$ cat src/hw/rtl/clis_ram.sv
// Generic single-write, single-read RAM with registered read data.
`timescale 1ns / 1ps
`default_nettype none

module clis_ram #(
    parameter int WIDTH = 8,
    parameter int DEPTH = 16
) (
    input  wire logic                     clk,
    input  wire logic                     we,
    input  wire logic [$clog2(DEPTH)-1:0] waddr,
    input  wire logic [WIDTH-1:0]         wdata,
    input  wire logic                     re,
    input  wire logic [$clog2(DEPTH)-1:0] raddr,
    output      logic [WIDTH-1:0]         rdata
);

    logic [WIDTH-1:0] mem [DEPTH];

    always_ff @(posedge clk)
    begin
        if (we)
        begin
            mem[waddr] <= wdata;
        end
        if (re)
        begin
            rdata <= mem[raddr];
        end
    end

endmodule

`default_nettype wire

$ cat config.mk
export PLATFORM = sky130hd
export DESIGN_NAME = clis_ram
export DESIGN_NICKNAME = d
export VERILOG_FILES = /design/src/hw/rtl/clis_ram.sv
export SDC_FILE = /design/constraint.sdc
export NUM_CORES = 1
export LEC_CHECK = 0
export BUFFER_PORTS_ARGS = -buffer_cell sky130_fd_sc_hd__buf_2
export CAP_MARGIN = 20
export CORE_ASPECT_RATIO = 0.75
export CORE_UTILIZATION = 30
export DETAILED_ROUTE_END_ITERATION = 8
export PLACE_DENSITY_LB_ADDON = 0.12
export SLEW_MARGIN = 20
export SYNTH_ARGS = -nofsm -noshare
export SYNTH_HDL_FRONTEND = slang
export SYNTH_SLANG_ARGS = --single-unit
$ cat constraint.sdc
create_clock -name clk -period 3.1 [get_ports clk]
set_clock_uncertainty 0.15 [all_clocks]
set_input_delay 0.31 -clock clk [delete_from_list [all_inputs] [get_ports clk]]
set_output_delay 0.31 -clock clk [all_outputs]
set_load 0.005 [all_outputs]
Word level (Yosys, flattened, before mapping)
Memory sizes are Yosys's and may differ from the RTL's. A register that Yosys moved wholly into a read port is not among the register bits.
Index checks and enable logic that the tools add are counted.
{"block": "word_totals", "regBits": 0, "ramBits": 128, "input_bits": 19, "out_inout_bits": 8, "word_cells": 3, "n_memories": 1}
{"block": "classes", "mux": 2}
{"memory": "mem", "depth": 16, "width": 8, "rd": 1, "rd_ports_with_merged_regs": 1, "write_ports": 1, "line_no": "18", "rtl": "logic [WIDTH-1:0] mem [DEPTH];"}
{"op": "two-way mux 1 bit", "n": 2}

Longest topological paths before layout
{"block": "depth", "word_depth": 2, "mapped_depth": 5, "mapped_depth_nobuf": 3}

Worst setup path before layout
OpenSTA, ideal clock, no wires.
{"block": "synth_path", "path_kind": "input to register", "startpoint": "input waddr[2]", "endpoint": "memory mem[0][0] (enable)", "t_arrival_ns": 1.420, "required_time_ns": 2.567, "path_slack_ns": 1.147, "path_stages": 2, "cell_sequence": "or3b_2 > nor3_1"}
{"element": "start, declared", "line_no": "11", "rtl": "input wire logic [$clog2(DEPTH)-1:0] waddr,"}
{"element": "end, declared", "line_no": "18"}
No word-level cell before the write port.

==> reports/qor.txt <==
Outcome -> complete, no violations
Yosys reg bits -> 136
# port buffers -> 26
Max Root-Sink Buffers -> 2
Drt wl/cell -> 22.6 um
Sw frac -> 19.8%
Arr. time, crit path -> 1.66 ns
Core ar. -> 0.0169 mm^2
Max-cap violations -> 0
Slew @ Worst Pin -> 0.724 ns
CTS Root Buffer Type -> clkbuf_16
Largest net degree at the start of global routing -> 33
Filler instances -> 1556
Period Utilization, post-route -> 53.8%
Final Cell Area -> 0.00631 mm^2
I/O pin count -> 27
Gpl congestion -> 0.653
Worst Setup End Kind -> register
Global-route usage over all layers -> 14.2%
First-pass DRT Iterations -> 4
Vias -> 2464
P_int -> 0.00349 W
H-Tree Depth -> 4
Vias in the first global route -> 2580
Diode count -> 0
Flop pwr share -> 47.9%
Clock net sink count -> 136
Final period demand of the worst path -> 1.67 ns
Post-CTS setup buffer count -> 0
Post-route antenna net violation count -> 0
Critical Path RT -> 3.09 ns
FF-to-FF setup slack -> 1.46 ns
Mapped cell area -> 0.00523 mm^2
Mapped Cells -> 229
Net count after synthesis -> 248
FF/Latch Area -> 0.00408 mm^2
P&R area growth vs syn -> 20.7%
Clock share of power -> 47.7%
Setup TNS -> 0 ns
Starting Density -> 30.9%
Commonest non-fill, non-tap cells in the layout -> 136 x edfxtp_1, 26 x buf_2, 18 x mux4_2, 18 x buf_4, 17 x clkbuf_16
P_leak -> 2.12 nW
Total chip power -> 0.00435 W
WL final -> 11600 um
Multi-input gate area in the final layout -> 0.00106 mm^2
Syn_area_per_cell -> 22.8 um^2
Worst setup margin -> 1.43 ns
Finished Layout Cells -> 511
Die Y -> 116 um
Commonest non-fill, non-tap cell in the layout -> edfxtp_1
Seq/Total Area, Yosys -> 78.1%
Rows -> 41
Synth Warn # -> 0
Clock transition at path regs -> 0.06 ns
Final hold violations -> 0
Remaining DRCs -> 0
CTS tree -> yes
Skew-Pair Late Insertion Delay -> 0.41 ns
Die X -> 154 um
Die ar. -> 0.0180 mm^2
DR vias/cell -> 4.82
Hpwl dp -> 7250 um
Max-slew violations -> 0
Final setup vio count -> 0
Power per Cell Area -> 690 mW/mm^2
Placed Cells -> 479
Initial antenna violation count -> 0
Congestion Overflow GR -> 0
Netlist cell types -> 18
Crit path max fanout -> 32
Achievable Freq -> 599 MHz
Cts bufs inserted -> 17
Resized cells post-CTS -> 0
DP Area -> 0.00570 mm^2
Startpoint Class -> input pin
# nets final -> 302
Worst Path Class, Setup -> in -> reg
Type of the most critical hold path -> in -> reg
Cts hold-fix bufs -> 0
Pre-CTS setup slack -> 0.976 ns
Switching power -> 0.000861 W
Global-route wire length before repair -> 17300 um
Rel. slew slack -> 51.6%
Fraction of layout cells with a size suffix above 1 -> 31.4%
Combinational Power Share -> 4.4%
Iter 0 DRT Violations -> 235
RSZ-0062 raised after global routing -> false
Peak supply drop -> 0.000352 V
cell type report:
class,count,share of cell area (%)
Clock buffer,19,6.86
Clock inverter,13,2.84
Multi-Input combinational cell,83,16.8
Sequential cell,136,64.7
Tap cell,215,4.27
Timing Repair Buffer,45,4.52
cells by family (layout without fill, tap and decap cells):
| kind of cell | count (synthesis) | after routing | share of synthesized area (%) |
|---|---|---|---|
| AOI/OAI and AO/OA | 16 | 16 | 2.30 |
| buffers and inverters | 10 | 77 | 1.65 |
| muxes | 32 | 32 | 14.8 |
| and+or+nand+nor | 35 | 35 | 3.14 |
| DFF | 136 | 136 | 78.1 |
power groups by stage:
stage	clock (W)	combinational, W	sequential [W]
2_1_floorplan	0	0.000105	0.00212
3_3_place_gp	0	0.000195	0.00212
3_5_place_dp	0	0.000198	0.00212
5_1_grt	0.00220	0.000211	0.00209
6_report	0.00208	0.000193	0.00208
4_1_cts	0.00212	0.000198	0.00208
cells in the mapped netlist (all sizes together):
cell type / n / area [um^2]
nand3b: 2 / 15.0
nand2b: 2 / 12.5
mux4: 32 / 773
buf: 7 / 56.3
nand2: 9 / 33.8
and2: 1 / 6.26
nor2: 13 / 48.8
and2b: 1 / 7.51
nor3: 4 / 20.0
a22oi: 16 / 120
or3b: 1 / 8.76
nor2b: 1 / 6.26
clkdlybuf4s25: 3 / 30.0
nand3: 1 / 5.00
edfxtp: 136 / 4080
worst max-delay path, stage by stage:
cell and delay (ns):
buf_2 0.10, buf_12 0.25, mux4_2 0.55, a22oi_1 0.30, nand2_1 0.11
per-layer routing:
layer	wire length, um	track usage (%)
met1	5970	20.4
met4	67	4.75
met3	489	4.01
met5	0	0
met2	5030	20.8
stage by stage:
stage          hold slack, ns  utilization, %
5_1_grt                 0.117            37.3
2_1_floorplan           0.259               -
6_report                0.132            37.3
3_5_place_dp            0.549            33.6
4_1_cts                 0.117            37.3
3_3_place_gp            0.553            33.6
registers in the layout, indices dropped and copies added, names as in the netlist:
signal / flops
rdata: 8
mem: 128
worst paths after layout:
kind | start | endpoint | depth (start not counted)
min reg2reg | mem[11][1] | rdata[1] | 3
min | re | rdata[1] | 1
max | raddr[0] | rdata[7] | 5
max reg2reg | mem[9][7] | rdata[7] | 3
Power figures use the tool's default switching activity.
